`src/hw/rtl/tccs_pkg.sv`:
```
// Package for the text console cursor and scroll core.
// Holds character codes, command codes, register indexes and the result type.
// No dependencies.
`timescale 1ns / 1ps
`default_nettype none

package tccs_pkg;

    // ring size and line stride
    localparam int MAX_ROWS    = 64;
    localparam int LINE_STRIDE = 84;
    localparam int ROW_W       = $clog2(MAX_ROWS);
    localparam int COL_W       = 7;
    localparam int CHAR_W      = 8;
    localparam int CFG_W       = 7;
    localparam int CFG_IDX_W   = 1;

    // clamp limits of the configuration registers
    localparam logic [CFG_W-1:0] ROWS_MIN = CFG_W'(2);
    localparam logic [CFG_W-1:0] ROWS_MAX = CFG_W'(MAX_ROWS);
    localparam logic [CFG_W-1:0] COLS_MIN = CFG_W'(1);
    localparam logic [CFG_W-1:0] COLS_MAX = CFG_W'(LINE_STRIDE);

    // reset values of the configuration registers
    localparam logic [CFG_W-1:0] ROWS_RST = CFG_W'(24);
    localparam logic [CFG_W-1:0] COLS_RST = CFG_W'(80);

    // register indexes
    localparam logic [CFG_IDX_W-1:0] CFG_NUM_ROWS = CFG_IDX_W'(0);
    localparam logic [CFG_IDX_W-1:0] CFG_NUM_COLS = CFG_IDX_W'(1);

    // control characters
    localparam logic [CHAR_W-1:0] CH_BACKSPACE = 8'd8;
    localparam logic [CHAR_W-1:0] CH_NEWLINE   = 8'd10;
    localparam logic [CHAR_W-1:0] CH_FORMFEED  = 8'd12;
    localparam logic [CHAR_W-1:0] CH_RETURN    = 8'd13;

    // drawing commands
    typedef enum logic [2:0] {
        OP_MOVE   = 3'd0,
        OP_DRAW   = 3'd1,
        OP_ERASE  = 3'd2,
        OP_SCROLL = 3'd3,
        OP_CLEAR  = 3'd4
    } t_op;

    // one result item
    typedef struct packed {
        t_op               op;
        logic [ROW_W-1:0]  row;
        logic [COL_W-1:0]  col;
        logic [CHAR_W-1:0] glyph;
        logic [ROW_W-1:0]  top;
        logic              last;
    } t_result;

endpackage

`default_nettype wire

```
`src/hw/rtl/tccs_char_if.sv`:
```
// Character channel: valid, ready and one input byte.
// Depends on tccs_pkg.
`timescale 1ns / 1ps
`default_nettype none

interface tccs_char_if;
    import tccs_pkg::*;

    logic              valid;
    logic              ready;
    logic [CHAR_W-1:0] char_in;

    modport source (output valid, output char_in, input ready);
    modport sink   (input valid, input char_in, output ready);
endinterface

`default_nettype wire

```
`src/hw/rtl/tccs_res_if.sv`:
```
// Result channel: valid, ready and one drawing command.
// Depends on tccs_pkg.
`timescale 1ns / 1ps
`default_nettype none

interface tccs_res_if;
    import tccs_pkg::*;

    logic              valid;
    logic              ready;
    logic [2:0]        op;
    logic [ROW_W-1:0]  screen_row;
    logic [COL_W-1:0]  screen_col;
    logic [CHAR_W-1:0] glyph;
    logic [ROW_W-1:0]  top_line;
    logic              last;

    modport source (output valid, output op, output screen_row, output screen_col,
                    output glyph, output top_line, output last, input ready);
    modport sink   (input valid, input op, input screen_row, input screen_col,
                    input glyph, input top_line, input last, output ready);
endinterface

`default_nettype wire

```
`src/hw/rtl/text_console_cursor_scroll_core.sv`:
```
// A result is offered once its character has left the execute stage register and
// been written into the result queue; the write waits until the queue has room for two.
// Throughput: one character per cycle unless a queue short of room, a register write or ring index
// reduction holds input; a scroll and draw queues two results for the single-result port.
// After a num_rows write, input waits while the ring index is reduced modulo the
// new row count, one subtraction per cycle.
// Reset (synchronous, active low) clears cursor, ring state, line length valid bits and the queue.
`timescale 1ns / 1ps
`default_nettype none

module text_console_cursor_scroll_core (
    input  wire                          i_clk,
    input  wire                          i_rst_n,
    input  wire                          i_cfg_we,
    input  wire [tccs_pkg::CFG_IDX_W-1:0] i_cfg_idx,
    input  wire [tccs_pkg::CFG_W-1:0]    i_cfg_data,
    tccs_char_if.sink                    i_char,
    tccs_res_if.source                   o_res
);
    import tccs_pkg::*;

    localparam int QDEPTH = 4;
    localparam int QPTR_W = $clog2(QDEPTH);

    // configuration
    logic [CFG_W-1:0] r_num_rows, r_num_cols;
    logic [CFG_W-1:0] rows, cols;
    logic [ROW_W-1:0] rows_m1;

    // cursor state
    logic [COL_W-1:0] r_col, n_col;
    logic [ROW_W-1:0] r_vis, n_vis;
    logic [ROW_W-1:0] r_cur, n_cur;
    logic [ROW_W-1:0] r_red;
    logic             r_busy;
    logic [ROW_W-1:0] eff_vis;

    // execute stage
    logic              r_e_valid;
    logic [CHAR_W-1:0] r_e_char;
    logic              e_fire;
    logic              accept;

    // line length memory with valid bits and forwarding
    logic [COL_W-1:0]    mem_len [MAX_ROWS];
    logic [MAX_ROWS-1:0] r_lv;
    logic [COL_W-1:0]    r_len_q;
    logic                r_rd_vld;
    logic                r_fwd;
    logic [COL_W-1:0]    r_fwd_data;
    logic [ROW_W-1:0]    raddr;
    logic                wen;
    logic [ROW_W-1:0]    waddr;
    logic [COL_W-1:0]    wdata;
    logic [COL_W-1:0]    len_in;

    // results of the current character
    t_result res0, res1;
    logic    two_res;

    // result queue
    t_result           r_q [QDEPTH];
    logic [QPTR_W-1:0] r_wp, r_rp;
    logic [QPTR_W:0]   r_cnt;
    logic              pop;

    // top ring line: (c + rows - v) mod rows, with c and v below rows
    function automatic logic [ROW_W-1:0] top_of(input logic [ROW_W-1:0] c,
                                                input logic [ROW_W-1:0] v,
                                                input logic [CFG_W-1:0] r);
        logic [CFG_W-1:0] t;
        t = CFG_W'(c) + r - CFG_W'(v);
        if (t >= r) begin
            t = t - r;
        end
        return t[ROW_W-1:0];
    endfunction

    // clamped register values
    always_comb begin
        rows = r_num_rows;
        if (r_num_rows < ROWS_MIN) begin
            rows = ROWS_MIN;
        end else if (r_num_rows > ROWS_MAX) begin
            rows = ROWS_MAX;
        end
        cols = r_num_cols;
        if (r_num_cols < COLS_MIN) begin
            cols = COLS_MIN;
        end else if (r_num_cols > COLS_MAX) begin
            cols = COLS_MAX;
        end
    end

    assign rows_m1 = ROW_W'(rows - CFG_W'(1));
    assign eff_vis = (r_vis > rows_m1) ? rows_m1 : r_vis;

    // configuration writes
    always_ff @(posedge i_clk) begin
        if (!i_rst_n) begin
            r_num_rows <= ROWS_RST;
            r_num_cols <= COLS_RST;
        end else if (i_cfg_we) begin
            if (i_cfg_idx == CFG_NUM_ROWS) begin
                r_num_rows <= i_cfg_data;
            end else begin
                r_num_cols <= i_cfg_data;
            end
        end
    end

    // handshake
    assign e_fire        = r_e_valid && (r_cnt <= (QPTR_W+1)'(QDEPTH - 2));
    assign i_char.ready  = !r_busy && !i_cfg_we && (!r_e_valid || e_fire);
    assign accept        = i_char.valid && i_char.ready;
    assign pop           = o_res.valid && o_res.ready;

    // operand with forwarding of a write at the read edge
    assign len_in = r_fwd ? r_fwd_data : (r_rd_vld ? r_len_q : '0);

    // execute one character
    always_comb begin
        logic             wrap;
        logic             adv;
        logic             room;
        logic [ROW_W-1:0] adv_vis;
        logic [ROW_W-1:0] adv_cur;
        logic [COL_W-1:0] col_w;
        logic [COL_W-1:0] len_w;

        wrap    = (len_in >= cols) || (r_col >= cols);
        room    = eff_vis < rows_m1;
        adv_vis = room ? eff_vis + ROW_W'(1) : eff_vis;
        adv_cur = (r_red == rows_m1) ? '0 : r_red + ROW_W'(1);
        adv     = 1'b0;

        n_col   = r_col;
        n_vis   = eff_vis;
        n_cur   = r_red;
        wen     = 1'b0;
        waddr   = r_red;
        wdata   = '0;
        two_res = 1'b0;
        col_w   = r_col;
        len_w   = len_in;

        res0 = '{op: OP_MOVE, row: eff_vis, col: '0, glyph: '0,
                 top: top_of(r_red, eff_vis, rows), last: 1'b1};
        res1 = res0;

        unique case (r_e_char)
            CH_NEWLINE: begin
                n_col = '0;
                n_vis = adv_vis;
                n_cur = adv_cur;
                wen   = 1'b1;
                waddr = adv_cur;
                res0  = '{op: room ? OP_MOVE : OP_SCROLL, row: adv_vis, col: '0,
                          glyph: '0, top: top_of(adv_cur, adv_vis, rows), last: 1'b1};
            end
            CH_BACKSPACE: begin
                if (r_col != '0) begin
                    n_col    = r_col - COL_W'(1);
                    wen      = 1'b1;
                    wdata    = (len_in != '0) ? len_in - COL_W'(1) : '0;
                    res0.op  = OP_ERASE;
                    res0.col = r_col - COL_W'(1);
                end
            end
            CH_FORMFEED: begin
                n_col = '0;
                n_vis = '0;
                n_cur = '0;
                wen   = 1'b1;
                waddr = '0;
                res0  = '{op: OP_CLEAR, row: '0, col: '0, glyph: '0,
                          top: '0, last: 1'b1};
            end
            CH_RETURN: begin
                n_col = '0;
                wen   = 1'b1;
            end
            default: begin
                // printable: wrap onto a new line first when the line is full
                adv = wrap;
                if (adv) begin
                    n_vis = adv_vis;
                    n_cur = adv_cur;
                    col_w = '0;
                    len_w = '0;
                end
                n_col = col_w + COL_W'(1);
                wen   = 1'b1;
                waddr = adv ? adv_cur : r_red;
                wdata = len_w + COL_W'(1);
                res1  = '{op: OP_DRAW, row: n_vis, col: col_w, glyph: r_e_char,
                          top: top_of(n_cur, n_vis, rows), last: 1'b1};
                two_res = adv && !room;
                res0  = two_res ? t_result'{op: OP_SCROLL, row: n_vis, col: '0, glyph: '0,
                                            top: top_of(n_cur, n_vis, rows), last: 1'b0}
                                : res1;
            end
        endcase
    end

    // memory read address follows the state the next character will see
    assign raddr = e_fire ? n_cur : r_red;

    // line length memory
    always_ff @(posedge i_clk) begin
        if (e_fire && wen) begin
            mem_len[waddr] <= wdata;
        end
        if (accept) begin
            r_len_q    <= mem_len[raddr];
            r_fwd_data <= wdata;
        end
    end

    // valid bits, read flags and forward flag
    always_ff @(posedge i_clk) begin
        if (!i_rst_n) begin
            r_lv     <= '0;
            r_rd_vld <= 1'b0;
            r_fwd    <= 1'b0;
        end else begin
            if (e_fire && wen) begin
                r_lv[waddr] <= 1'b1;
            end
            if (accept) begin
                r_rd_vld <= r_lv[raddr];
                r_fwd    <= e_fire && wen && (waddr == raddr);
            end
        end
    end

    // execute stage register
    always_ff @(posedge i_clk) begin
        if (!i_rst_n) begin
            r_e_valid <= 1'b0;
        end else if (accept) begin
            r_e_valid <= 1'b1;
        end else if (e_fire) begin
            r_e_valid <= 1'b0;
        end
    end

    always_ff @(posedge i_clk) begin
        if (accept) begin
            r_e_char <= i_char.char_in;
        end
    end

    // cursor state and ring index reduction after a row count change
    always_ff @(posedge i_clk) begin
        if (!i_rst_n) begin
            r_col  <= '0;
            r_vis  <= '0;
            r_cur  <= '0;
            r_red  <= '0;
            r_busy <= 1'b0;
        end else if (i_cfg_we && i_cfg_idx == CFG_NUM_ROWS) begin
            r_red  <= r_cur;
            r_busy <= 1'b1;
        end else if (r_busy) begin
            if (CFG_W'(r_red) >= rows) begin
                r_red <= r_red - rows[ROW_W-1:0];
            end else begin
                r_busy <= 1'b0;
            end
        end else if (e_fire) begin
            r_col <= n_col;
            r_vis <= n_vis;
            r_cur <= n_cur;
            r_red <= n_cur;
        end
    end

    // result queue
    always_ff @(posedge i_clk) begin
        if (e_fire) begin
            r_q[r_wp] <= res0;
            if (two_res) begin
                r_q[r_wp + QPTR_W'(1)] <= res1;
            end
        end
    end

    always_ff @(posedge i_clk) begin
        if (!i_rst_n) begin
            r_wp  <= '0;
            r_rp  <= '0;
            r_cnt <= '0;
        end else begin
            if (e_fire) begin
                r_wp <= r_wp + (two_res ? QPTR_W'(2) : QPTR_W'(1));
            end
            if (pop) begin
                r_rp <= r_rp + QPTR_W'(1);
            end
            r_cnt <= r_cnt
                   + (e_fire ? (two_res ? (QPTR_W+1)'(2) : (QPTR_W+1)'(1)) : '0)
                   - (pop ? (QPTR_W+1)'(1) : '0);
        end
    end

    // output transfer
    assign o_res.valid      = (r_cnt != '0);
    assign o_res.op         = r_q[r_rp].op;
    assign o_res.screen_row = r_q[r_rp].row;
    assign o_res.screen_col = r_q[r_rp].col;
    assign o_res.glyph      = r_q[r_rp].glyph;
    assign o_res.top_line   = r_q[r_rp].top;
    assign o_res.last       = r_q[r_rp].last;

endmodule

`default_nettype wire

```
`src/flat_wrapper.sv`:
```
// flat-port wrapper written by rule: the top's interface ports become plain ports
module text_console_cursor_scroll_core_flat import tccs_pkg::*;
  (i_clk, i_rst_n, i_cfg_we, i_cfg_idx, i_cfg_data, i_char_valid, i_char_char_in, i_char_ready, o_res_valid, o_res_op, o_res_screen_row, o_res_screen_col, o_res_glyph, o_res_top_line, o_res_last, o_res_ready);
  tccs_char_if i_char_i ();
  tccs_res_if o_res_i ();
  input  wire i_clk;
  input  wire i_rst_n;
  input  wire i_cfg_we;
  input  wire [tccs_pkg::CFG_IDX_W-1:0] i_cfg_idx;
  input  wire [tccs_pkg::CFG_W-1:0] i_cfg_data;
  input wire logic [$bits(i_char_i.valid)-1:0] i_char_valid;
  input wire logic [$bits(i_char_i.char_in)-1:0] i_char_char_in;
  output wire logic [$bits(i_char_i.ready)-1:0] i_char_ready;
  output wire logic [$bits(o_res_i.valid)-1:0] o_res_valid;
  output wire logic [$bits(o_res_i.op)-1:0] o_res_op;
  output wire logic [$bits(o_res_i.screen_row)-1:0] o_res_screen_row;
  output wire logic [$bits(o_res_i.screen_col)-1:0] o_res_screen_col;
  output wire logic [$bits(o_res_i.glyph)-1:0] o_res_glyph;
  output wire logic [$bits(o_res_i.top_line)-1:0] o_res_top_line;
  output wire logic [$bits(o_res_i.last)-1:0] o_res_last;
  input wire logic [$bits(o_res_i.ready)-1:0] o_res_ready;
  assign i_char_i.valid = i_char_valid;
  assign i_char_i.char_in = i_char_char_in;
  assign i_char_ready = i_char_i.ready;
  assign o_res_valid = o_res_i.valid;
  assign o_res_op = o_res_i.op;
  assign o_res_screen_row = o_res_i.screen_row;
  assign o_res_screen_col = o_res_i.screen_col;
  assign o_res_glyph = o_res_i.glyph;
  assign o_res_top_line = o_res_i.top_line;
  assign o_res_last = o_res_i.last;
  assign o_res_i.ready = o_res_ready;
  text_console_cursor_scroll_core u_core (.i_clk(i_clk), .i_rst_n(i_rst_n), .i_cfg_we(i_cfg_we), .i_cfg_idx(i_cfg_idx), .i_cfg_data(i_cfg_data), .i_char(i_char_i), .o_res(o_res_i));
endmodule
```
`config.mk`:
```
export PLATFORM = sky130hd
export DESIGN_NAME = text_console_cursor_scroll_core_flat
export DESIGN_NICKNAME = d
export VERILOG_FILES = /design/src/hw/rtl/tccs_pkg.sv /design/src/hw/rtl/tccs_char_if.sv /design/src/hw/rtl/tccs_res_if.sv /design/src/hw/rtl/text_console_cursor_scroll_core.sv /design/src/flat_wrapper.sv
export SDC_FILE = /design/constraint.sdc
export NUM_CORES = 1
export LEC_CHECK = 0
export ABC_AREA = 1
export BUFFER_PORTS_ARGS = -buffer_cell sky130_fd_sc_hd__buf_4
export CORE_UTILIZATION = 25
export CTS_BUF_LIST = sky130_fd_sc_hd__clkbuf_4
export CTS_CLUSTER_SIZE = 14
export DETAILED_ROUTE_END_ITERATION = 10
export GPL_ROUTABILITY_DRIVEN = 0
export GPL_TIMING_DRIVEN = 0
export SKIP_CTS_REPAIR_TIMING = 1
export SYNTH_ARGS = -nofsm -noshare
export SYNTH_HDL_FRONTEND = slang
export SYNTH_SLANG_ARGS = --single-unit
```
`constraint.sdc`:
```
create_clock -name i_clk -period 10.6 [get_ports i_clk]
set_input_delay 3.18 -clock i_clk [delete_from_list [all_inputs] [get_ports i_clk]]
set_output_delay 3.18 -clock i_clk [all_outputs]
set_load 0.02 [all_outputs]
```
After elaboration in Yosys (flattened, before gate mapping)
Memories as Yosys holds them, arrays and structs flattened. A register that Yosys moved wholly into a read port is not among the register bits.
Index checks and enable logic that the tools add are counted.
{ "totals": {"elab_cells": 161, "out_inout_bits": 33, "input_bits": 21, "n_memories": 2, "register_bits": 129, "ramBits": 572, "mem_bits_ro": 0, "latch_bits": 0} }
{ "memory_table": {"columns": ["memory", "words", "width", "rd", "rd_ports_with_merged_regs", "write_ports", "line_no", "source"], "rows": [
  ["u_core.mem_len", 64, 7, 1, 1, 1, "text_console_cursor_scroll_core.sv:45", "logic [COL_W-1:0] mem_len [MAX_ROWS];"],
  ["u_core.r_q", 4, 31, 1, 1, 2, "text_console_cursor_scroll_core.sv:62", "t_result r_q [QDEPTH];"]
]} }
{ "classes": {"n_bitwise": 4, "n_lt_le_gt_ge": 16, "n_eq_ne": 8, "mux": 66, "n_shift": 0, "addsub": 22, "n_div": 0, "n_mul": 0, "n_reduce_logical": 27} }
{ "op_table": {"columns": ["op", "n"], "rows": [
  ["$mux 7", 14],
  ["$mux 6", 14],
  ["$pmux 6 s3", 4],
  ["$or 64x64->64", 1],
  ["$pmux 15 s3", 1],
  ["$pmux 7 s2", 3],
  ["$ge 7x7->1", 5],
  ["$eq 8x4->1 const B", 4],
  ["$mux 30", 1],
  ["$mux 29", 1],
  ["$sub 6x6->6", 4],
  ["$add 6x7->7", 3],
  ["$sub 7x6->7", 3],
  ["$mux 1", 18],
  ["$add 7x1->7 const B", 2],
  ["$gt 7x7->1 const B", 2],
  ["$lt 6x7->1 const B", 2],
  ["$reduce_bool 7->1", 2],
  ["$sub 7x1->7 const B", 2],
  ["$add 6x1->6 const B", 2],
  ["$eq 6x6->1", 2],
  ["$mux 2", 6],
  ["$pmux 3 s4", 1],
  ["$logic_and 1x1->1", 10],
  ["other kinds (28)", 36]
]} }

Logic depth before layout (Yosys ltp)
Gate-level depths: netlist of run 1.
{ "depth": {"depth_word": 15, "depth_mapped": 52, "mapped_depth_nobuf": 51} }

Worst setup path after synthesis of run 1
Ideal clock, no wire load.
{ "synth_path": {"path_kind": "register -> register", "startpoint": "reg u_core.r_num_rows[6]", "endpoint": "mem u_core.r_q[0][6] (netlist bit), data pin", "period_less_slack_ns": 7.495, "setup_time_ns": 0.261, "path_buffers": 1, "required_ns": 10.339, "path_slack_ns": 3.105, "stages_incl_launch_ff": 50, "arrival_time_ns": 7.235, "path_cell_list": "dfxtp_1 buf_6 nor2_2 nand3_1 nand2_1 inv_1 ha_1 or2_1 nand2_1 inv_1 ha_1 a21oi_1 nand2_1 nand3_1 nand2_1 nand3_2 nand2_2 nand2_1 (+14 left out) inv_1 fa_1 o21ai_0 nand2_1 nand2_1 a21oi_1 xor2_1 ha_1 nand2_1 inv_1 a221oi_1 nand3_1 inv_1 a21oi_1 o21ai_0 o221ai_1 nand2_1 o21ai_0"} }
{ "synth_rtl": {"columns": ["item", "line_no", "source"], "rows": [
  ["start: declaration", "text_console_cursor_scroll_core.sv:26", "logic [CFG_W-1:0] r_num_rows, r_num_cols;"],
  ["start signal: assignment", "text_console_cursor_scroll_core.sv:105", "r_num_rows <= i_cfg_data;"],
  ["end: declaration", "text_console_cursor_scroll_core.sv:62", null]
]} }

==> implementation parameters, run 1 <==
Parameter                              Value

Timing
  Setup tns final ... 0 ns
  Final worst path period share ... about 90%
  Unrepaired setup endpoints after global routing ... no
  Post-Route Hold Slack ... about 0.47 ns
  Worst slew slack as a fraction of its limit ... around a fifth
  Final slew viol count ... 0
  Clock tree skew after final layout ... 0.105 ns
  Maximum clock frequency ... roughly 100 MHz
  Setup violations, final ... 0
  Final period demand of the worst path ... 9.57 ns
  Slew at the pin closest to its max-slew limit ... 1.21 ns
  Post-layout worst setup margin ... 1.03 ns
  Number of failing hold endpoints at the final stage ... 0

Detailed routing
  Post-route ant nets ... 0
  Number of remaining DRC errors ... 3
  Drt wl/cell ... between 15 and 20 um
  Detailed Routing Iterations Pass 1 ... 11
  Overall via count from detail_route ... ~27k
  Violation count after the first detailed-route iteration ... roughly 3.1k
  Total Routed Length ... between 100,000 and 150,000 um
  Vias per Instance ... between 4 and 5

Critical path
  Sum of buffers and inverters on the critical path ... 8
  Max stage delay cell, worst path ... sky130_fd_sc_hd__nand2_1
  Category of the critical setup timing path ... reg2reg
  Arrival time worst endpoint ... approximately 10 ns
  Nature of the critical path startpoint ... flop
  Biggest cell delay along the critical path ... 0.56 ns
  Setup slack, reg-to-reg ... between 1 and 1.5 ns
  Most frequent cell on the critical path ... sky130_fd_sc_hd__nand2_1
  Capturing element type of the critical path ... flop
  Crit Path Max Fanout ... 10
  Worst flop-to-flop path startpoint ... u_core.r_num_rows[6]
  Kind of cell adding the most delay to the critical path ... simple AND/OR/NAND/NOR gates
  Path depth of the worst reg2reg path ... 50
  FF-to-FF End ... u_core.r_q[3][6]
  Required time at the worst-slack endpoint ... 11.43 ns

Cells and area
  Layout cells sized above 1 ... between 10% and 20%
  Post-layout nets ... roughly 3.8k
  Final core utilization ... 29.3%
  Layout overhead on the synthesized area ... 15.7%
  Fill count ... approximately 14k
  Area of all placed cells without fillers ... 39,300 um2
  Number of non-filler instances in the completed layout ... between 5k and 6k

GRT
  Global Route Usage Sum ... approximately 16%
  Number of antenna violations at the first check in global routing ... 3
  Final global-route overflow total ... 0
  Via count of the first global-routing pass ... around 26k
  Maximum number of pins on one net before global-route repair ... 38
  Wire length of the first global-routing pass ... roughly 160,000 um

Logic synthesis
  Cell taking the most area after synthesis ... sky130_fd_sc_hd__edfxtp_1
  Combined area of all synthesized cells ... 33,900 um2
  Register area share after synthesis ... between 50% and 60%
  Yosys warning total ... 0
  Unique cell type count in the Yosys netlist ... 53
  Cell count after synthesis ... about 3.5k
  Number of nets in the synthesized netlist ... approximately 3.6k
  Post-Syn Area per Cell ... between 9 and 10 um2
  Most used flip-flop cell after synthesis ... sky130_fd_sc_hd__edfxtp_1
  Synth top area cells ... sky130_fd_sc_hd__edfxtp_1 52%, sky130_fd_sc_hd__nor2_1 8.0%, sky130_fd_sc_hd__dfxtp_1 7.6%
  Async SR Flop Fraction ... 0%
  Number of enable-type register cells in the synthesized netlist ... 582
  Flip-flop and latch count after synthesis ... between 700 and 800
  Fraction of synthesized cell area taken by the top area cell type ... between 50 and 60%

Power and ir drop
  Pwr per Cell Area ... about 230 nW/um2
  P_leak ... between 10 and 15 nW
  Overall power after layout ... about 8.9 mW
  Max VDD drop ... ~190 uV

Placement
  DP HPWL ... roughly 77,000 um
  Inst Count DP ... 5,298
  Total placed instance area ... 36,900 um2
  Worst slack, placed ... around 1.2 ns
  Port Buffer Count ... between 50 and 60

Clocking
  Number of sinks on the clock net ... 710
  Number of buffers added by the clock tree synthesis step ... between 150 and 200
  Clock Pin Slew Worst Setup and Hold Paths ... around 0.070 ns
  TritonCTS clock tree ... done
  Maximum level of the CTS H-tree ... 4
  Clock latency on the worst-skew pair ... between 1 and 1.5 ns
  Maximum buffer depth of the clock tree ... 3
  CTS Root Buffer Type ... sky130_fd_sc_hd__clkbuf_4

Status
  Violations in the final reports ... DRC
  Result of the run ... finished, violations left

Floorplanning
  Area of the die ... ~140,000 um2
  Core region area ... 134,000 um2
  Height of the die ... 370 um
  Horizontal die dimension ... approximately 370 um
  Starting density of the core ... 25.3%
  Number of core rows ... 134
  Io pins ... 54

Min path
  Beginning of the worst hold path ... u_core.r_lv[50]
  Min-delay worst type ... reg2reg
  Worst hold endpoint ... u_core.r_lv[50]
  Hold-critical path depth ... 2

Flow run
  MaxCap Viol Count ... 0
## registers in the layout (all words and copies together), names as in the netlist, named ones only
signal             cells
u_core.r_fwd           1
u_core.r_lv           64
u_core.r_busy          1
u_core.r_cur           6
u_core.r_len_q         7
u_core.r_red           6
u_core.r_wp            2
u_core.r_rp            2
u_core.r_e_valid       1
u_core.r_q           124
u_core.r_e_char        8
u_core.r_cnt           3
u_core.r_rd_vld        1
u_core.r_num_rows      7
u_core.r_num_cols      7
u_core.r_vis           6
u_core.r_fwd_data      7
u_core.r_col           7
u_core.mem_len       448
## worst max-delay path by stage
stage / slack [ns] / endpoint / start / depth (start not counted)
final: 1.03 / u_core.r_q[3][6] / u_core.r_num_rows[6] / 50
after global routing: 0.20 / u_core.r_q[2][6] / u_core.r_num_rows[6] / 49
after CTS: 1.15 / u_core.r_q[3][6] / u_core.r_num_rows[6] / 49
after detailed placement: 1.19 / u_core.r_q[3][6] / u_core.r_num_rows[6] / 49
after global placement: -0.11 / u_core.mem_len[45][0] / u_core.r_fwd / 14
after floorplan: 3.10 / u_core.r_q[0][6] / u_core.r_num_rows[6] / 49
## cells in the mapped netlist (all sizes together) (12+ instances only)
| cell type | n |
|---|---|
| nand3b | 23 |
| clkbuf | 83 |
| nand4 | 15 |
| inv | 280 |
| edfxtp | 582 |
| o21bai | 12 |
| a21oi | 103 |
| ha | 80 |
| o211ai | 117 |
| buf | 78 |
| nand3 | 243 |
| o21ai | 398 |
| xor2 | 32 |
| nor2 | 728 |
| dfxtp | 128 |
| o22ai | 51 |
| nand2 | 396 |
| fa | 23 |
## where the power goes
part | total (mW) | switching (mW) | leakage (nW) | internal [mW]
Combinational | 3.37 | 2.31 | 6.64 | 1.07
Clock | 2.40 | 1.18 | 1.40 | 1.23
Sequential | 3.16 | 0.0370 | 6.39 | 3.12
Total | 8.93 | 3.52 | 14.4 | 5.41
## layer usage
layer | global-route usage (%) | routed length (um) | part of all wire [%] | vias to the layer above
li1 | - | - | - | 12700
met5 | 0 | 13 | 0.012 | -
met2 | 24.8 | 50300 | 46 | 1429
met4 | 6.15 | 3570 | 3.3 | 2
met3 | 3.37 | 10100 | 9.2 | 243
met1 | 20.6 | 45900 | 42 | 13100
## tightest hold or removal path: stages, from the launching register on
cell,delay [ns]
sky130_fd_sc_hd__dfxtp_1,0.32
sky130_fd_sc_hd__nor2_1,0.05
sky130_fd_sc_hd__nor2_1,0.07
## area by class of cell
type                       instances  area (um2)  area share [%]
sequential                       710       20000            51.0
buffer                           161         786            2.00
timing repair buffer              67         693            1.76
antenna                            8        20.0          0.0510
tap                             1768        2210            5.63
clock buffer                     280        2100            5.35
inverter                         287        1080            2.76
clock inverter                    42         224           0.570
multi-input combinational       2305       12100            30.8
## cells by family after synthesis
kind of cell	synth area share (%)
buffers and inverters	5.51
AND/OR/NAND/NOR	17.7
adder cells (fa/ha/maj)	4.31
XOR/XNOR	1.11
flip-flops	59.1
AO/OA/AOI/OAI	12.3
## cells in the final DEF (no fill, tap or decap), types with 11 or more instances in the layout
cell type / n
sky130_fd_sc_hd__fa_1: 23
sky130_fd_sc_hd__o22ai_1: 49
sky130_fd_sc_hd__o211ai_1: 117
sky130_fd_sc_hd__xor2_1: 32
sky130_fd_sc_hd__nand2_1: 382
sky130_fd_sc_hd__ha_1: 80
sky130_fd_sc_hd__clkbuf_4: 280
sky130_fd_sc_hd__nand3_1: 236
sky130_fd_sc_hd__nand2_2: 11
sky130_fd_sc_hd__clkinv_1: 33
sky130_fd_sc_hd__o21bai_1: 11
sky130_fd_sc_hd__buf_2: 49
sky130_fd_sc_hd__buf_4: 65
sky130_fd_sc_hd__buf_12: 12
sky130_fd_sc_hd__o21ai_1: 27
sky130_fd_sc_hd__clkbuf_1: 83
sky130_fd_sc_hd__inv_1: 264
sky130_fd_sc_hd__nand4_1: 15
sky130_fd_sc_hd__o21ai_0: 361
sky130_fd_sc_hd__nand3b_1: 23
sky130_fd_sc_hd__inv_2: 18
sky130_fd_sc_hd__edfxtp_1: 582
sky130_fd_sc_hd__xnor2_1: 11
sky130_fd_sc_hd__nor3_1: 11
sky130_fd_sc_hd__dfxtp_1: 128
sky130_fd_sc_hd__a21oi_1: 103
sky130_fd_sc_hd__nor2_1: 720
(Power assumes the default switching activity.)
==> inputs of run 2 (changes only) <==
--- a/config.mk
+++ b/config.mk
@@ -5,7 +5,7 @@
 export SDC_FILE = /design/constraint.sdc
 export NUM_CORES = 1
 export LEC_CHECK = 0
-export ABC_AREA = 1
+export ABC_AREA = 0
 export BUFFER_PORTS_ARGS = -buffer_cell sky130_fd_sc_hd__buf_4
 export CORE_UTILIZATION = 25
 export CTS_BUF_LIST = sky130_fd_sc_hd__clkbuf_4
==> run 2 against run 1 <==
Net effect:
- the run now ends clean
- wire length decreased by 11%
- final cell count decreased by 13%
- combinational power decreased by 39%
- register-to-register slack got worse by 0.30 ns
- die area decreased by 1.2%
- worst setup slack got worse by 0.30 ns
- total power decreased by 16%
- critical endpoint is now u_core.r_q[0][4]
- largest power group is now sequential cells
==> implementation parameters, run 2 <==
Parameter                              Value

Status
  Result of the run ... finished clean (was finished, violations left)

Critical path
  Arrival time worst endpoint ... 10.63 ns (was 10.39 ns)
  Kind of cell adding the most delay to the critical path ... compound AO/OA/AOI/OAI gates (was simple AND/OR/NAND/NOR gates)
  Max stage delay cell, worst path ... sky130_fd_sc_hd__fa_1 (was sky130_fd_sc_hd__nand2_1)
  Crit Path Max Fanout ... 10 (unchanged)
  Category of the critical setup timing path ... reg2reg (unchanged)
  Path depth of the worst reg2reg path ... 38 (was 50)
  FF-to-FF End ... u_core.r_q[0][4] (was u_core.r_q[3][6])
  Setup slack, reg-to-reg ... 0.74 ns (was 1.03 ns)
  Most frequent cell on the critical path ... sky130_fd_sc_hd__ha_1 (was sky130_fd_sc_hd__nand2_1)
  Biggest cell delay along the critical path ... 0.51 ns (was 0.56 ns)
  Nature of the critical path startpoint ... flop (unchanged)
  Capturing element type of the critical path ... flop (unchanged)
  Worst flop-to-flop path startpoint ... u_core.r_num_rows[3] (was u_core.r_num_rows[6])
  Required time at the worst-slack endpoint ... 11.37 ns (was 11.43 ns)
  Sum of buffers and inverters on the critical path ... 1 (was 8)

GRT
  Wire length of the first global-routing pass ... 145,000 um (was 161,000 um)
  Via count of the first global-routing pass ... 23.5k (was 26.0k)
  Maximum number of pins on one net before global-route repair ... 42 (was 38)
  Number of antenna violations at the first check in global routing ... 3 (unchanged)
  Global Route Usage Sum ... 14.0% (was 15.6%)
  Final global-route overflow total ... 0 (unchanged)

Floorplanning
  Number of core rows ... 134 (unchanged)
  Io pins ... 54 (unchanged)
  Horizontal die dimension ... 368 um (was 370 um)
  Height of the die ... 368 um (was 370 um)
  Starting density of the core ... 25.2% (was 25.3%)
  Core region area ... 133,000 um2 (was 134,000 um2)
  Area of the die ... 136,000 um2 (was 137,000 um2)

Timing
  Final period demand of the worst path ... 9.86 ns (was 9.57 ns)
  Number of failing hold endpoints at the final stage ... 0 (unchanged)
  Final worst path period share ... 93.1% (was 90.3%)
  Worst slew slack as a fraction of its limit ... 14.0% (was 19.3%)
  Clock tree skew after final layout ... 0.0962 ns (was 0.105 ns)
  Setup tns final ... 0 ns (unchanged)
  Slew at the pin closest to its max-slew limit ... 1.28 ns (was 1.21 ns)
  Maximum clock frequency ... 101 MHz (was 105 MHz)
  Unrepaired setup endpoints after global routing ... no (unchanged)
  Final slew viol count ... 0 (unchanged)
  Post-layout worst setup margin ... 0.736 ns (was 1.03 ns)
  Setup violations, final ... 0 (unchanged)

Logic synthesis
  Top cells by instance count after synthesis ... 582 x sky130_fd_sc_hd__edfxtp_1, 349 x sky130_fd_sc_hd__nand2_1, 225 x sky130_fd_sc_hd__nor2_1 (was 720 x sky130_fd_sc_hd__nor2_1, 582 x sky130_fd_sc_hd__edfxtp_1, 385 x sky130_fd_sc_hd__nand2_1)
  Number of enable-type register cells in the synthesized netlist ... 582 (unchanged)
  Cell taking the most area after synthesis ... sky130_fd_sc_hd__edfxtp_1 (unchanged)
  Register area share after synthesis ... 59.8% (was 59.1%)
  Most used flip-flop cell after synthesis ... sky130_fd_sc_hd__edfxtp_1 (unchanged)
  Combined area of all synthesized cells ... 33,500 um2 (was 33,900 um2)
  Cell with the most instances after synthesis ... sky130_fd_sc_hd__edfxtp_1 (was sky130_fd_sc_hd__nor2_1)
  Number of nets in the synthesized netlist ... 2,862 (was 3,587)
  Unique cell type count in the Yosys netlist ... 87 (was 53)
  Post-Syn Area per Cell ... 12.2 um2 (was 9.80 um2)
  Synth top area cells ... sky130_fd_sc_hd__edfxtp_1 52%, sky130_fd_sc_hd__dfxtp_1 7.6%, sky130_fd_sc_hd__nand2_1 3.9% (was sky130_fd_sc_hd__edfxtp_1 52%, sky130_fd_sc_hd__nor2_1 8.0%, sky130_fd_sc_hd__dfxtp_1 7.6%)
  Async SR Flop Fraction ... 0% (unchanged)
  Flip-flop and latch count after synthesis ... 710 (unchanged)
  Yosys warning total ... 0 (unchanged)
  Fraction of synthesized cell area taken by the top area cell type ... 52.1% (was 51.5%)
  Cell count after synthesis ... 2,738 (was 3,463)

Detailed routing
  Post-route ant nets ... 0 (unchanged)
  Number of remaining DRC errors ... 0 (was 3)
  Detailed Routing Iterations Pass 1 ... 5 (was 11)
  Violation count after the first detailed-route iteration ... 2,238 (was 3,086)
  Total Routed Length ... 97,300 um (was 110,000 um)
  Vias per Instance ... 4.90 (was 4.88)
  Overall via count from detail_route ... 24.0k (was 27.5k)
  Drt wl/cell ... 19.9 um (was 19.5 um)

Placement
  Inst Count DP ... 4,574 (was 5,298)
  Worst slack, placed ... -0.591 ns (was 1.19 ns)
  DP HPWL ... 68,300 um (was 76,800 um)
  Port Buffer Count ... 51 (was 53)

Cells and area
  Most frequent cells in the layout ... 582 x sky130_fd_sc_hd__edfxtp_1, 348 x sky130_fd_sc_hd__nand2_1, 268 x sky130_fd_sc_hd__clkbuf_4 (was 720 x sky130_fd_sc_hd__nor2_1, 582 x sky130_fd_sc_hd__edfxtp_1, 382 x sky130_fd_sc_hd__nand2_1)
  Number of flip-flops under the largest register name ... 448 (unchanged)
  Post-layout nets ... 3,113 (was 3,827)
  Register bank with the most flops ... u_core.mem_len (unchanged)
  Largest registers ... u_core.mem_len: 448 flops, u_core.r_q: 124 flops, u_core.r_lv: 64 flops (unchanged)
  Layout cells sized above 1 ... 18.1% (was 13.0%)
  Number of non-filler instances in the completed layout ... 4,895 (was 5,628)
  Sequential cell area in the final layout ... 20,000 um2 (unchanged)
  Final core utilization ... 29.3% (about the same)
  Fill count ... 13.6k (was 14.1k)
  Layout overhead on the synthesized area ... 16.6% (was 15.7%)
  Area of the multi-input gates ... 12,600 um2 (was 12,100 um2)
  Most frequent standard cell in the layout excluding fill and tap cells ... sky130_fd_sc_hd__edfxtp_1 (was sky130_fd_sc_hd__nor2_1)

Min path
  Min-delay worst type ... reg2reg (unchanged)
  Worst hold endpoint ... u_core.r_cur[3] (was u_core.r_lv[50])
  Beginning of the worst hold path ... u_core.r_cur[3] (was u_core.r_lv[50])
  Hold-critical path depth ... 2 (unchanged)

Clocking
  Number of sinks on the clock net ... 710 (unchanged)
  Clock Pin Slew Worst Setup and Hold Paths ... 0.07 ns (about the same)
  TritonCTS clock tree ... done (unchanged)
  CTS Root Buffer Type ... sky130_fd_sc_hd__clkbuf_4 (unchanged)
  Maximum buffer depth of the clock tree ... 3 (unchanged)
  Clock latency on the worst-skew pair ... 1.10 ns (was 1.12 ns)
  Number of buffers added by the clock tree synthesis step ... 179 (was 171)
  Maximum level of the CTS H-tree ... 4 (unchanged)

Power and ir drop
  Overall power after layout ... 7.54 mW (was 8.93 mW)
  Pwr per Cell Area ... 193 nW/um2 (was 227 nW/um2)
  Max VDD drop ... 97.2 uV (was 188 uV)
  P_leak ... 13.6 nW (was 14.4 nW)

Flow run
  MaxCap Viol Count ... 0 (unchanged)
## run 2: worst max-delay path by stage
stage	startpoint	endpoint	slack [ns]	depth (start not counted)
4_1_cts	u_core.r_num_rows[3]	u_core.r_q[0][4]	-0.65	38
6_report	u_core.r_num_rows[3]	u_core.r_q[0][4]	0.74	38
5_1_grt	u_core.r_num_rows[3]	u_core.r_q[0][4]	0.006	39
2_1_floorplan	u_core.r_num_rows[3]	u_core.r_q[0][4]	1.66	39
3_3_place_gp	u_core.r_num_rows[3]	u_core.r_q[0][4]	-0.58	38
3_5_place_dp	u_core.r_num_rows[3]	u_core.r_q[0][4]	-0.59	38
## run 2: cell families after synthesis
logic type      count (synthesis)  share of synthesized area [%]
buf+inv                       238                           3.19
simple gates                  892                           11.8
mux                           175                           7.65
xor+xnor                       63                           1.77
compound gates                556                           11.4
flops                         710                           59.8
fa+ha+maj                     104                           4.39
## run 2: layout make-up
type / count / area share, %
Timing Repair Buffer: 71 / 2.11
Clock buffer: 268 / 5.15
Sequential cell: 710 / 51.3
Multi-Input combinational cell: 1790 / 32.3
Inverter: 88 / 0.845
Tap cell: 1768 / 5.66
Antenna cell: 5 / 0.0320
Buffer: 149 / 1.88
Clock inverter: 46 / 0.784
## run 2: metrics by stage
stage	hold WS (ns)	area, um2
final	0.458	39100
after global routing	0.479	39100
after CTS	0.459	38900
after detailed placement	0.450	36600
after global placement	0.442	36100
after floorplan	0.435	33500
## run 2: power by group
group	switching, mW	total [mW]	internal (mW)
Combinational	1.25	2.06	0.806
Sequential	0.0294	3.11	3.08
Clock	1.14	2.37	1.23
## run 2: tightest hold or removal path: cells and delay by family, from the launching register on
| kind | cells | cell delay, ns |
|---|---|---|
| AND/OR/NAND/NOR | 1 | 0.05 |
| AO/OA/AOI/OAI | 1 | 0.05 |
| flip-flops | 1 | 0.31 |
## run 2: metal layers
layer,share of wire (%),wire length [um],global-route usage (%)
met2,46,44700,22.2
met4,3.0,2960,5.73
met3,7.9,7740,2.75
met1,43,41900,18.7
met5,0.013,13,0
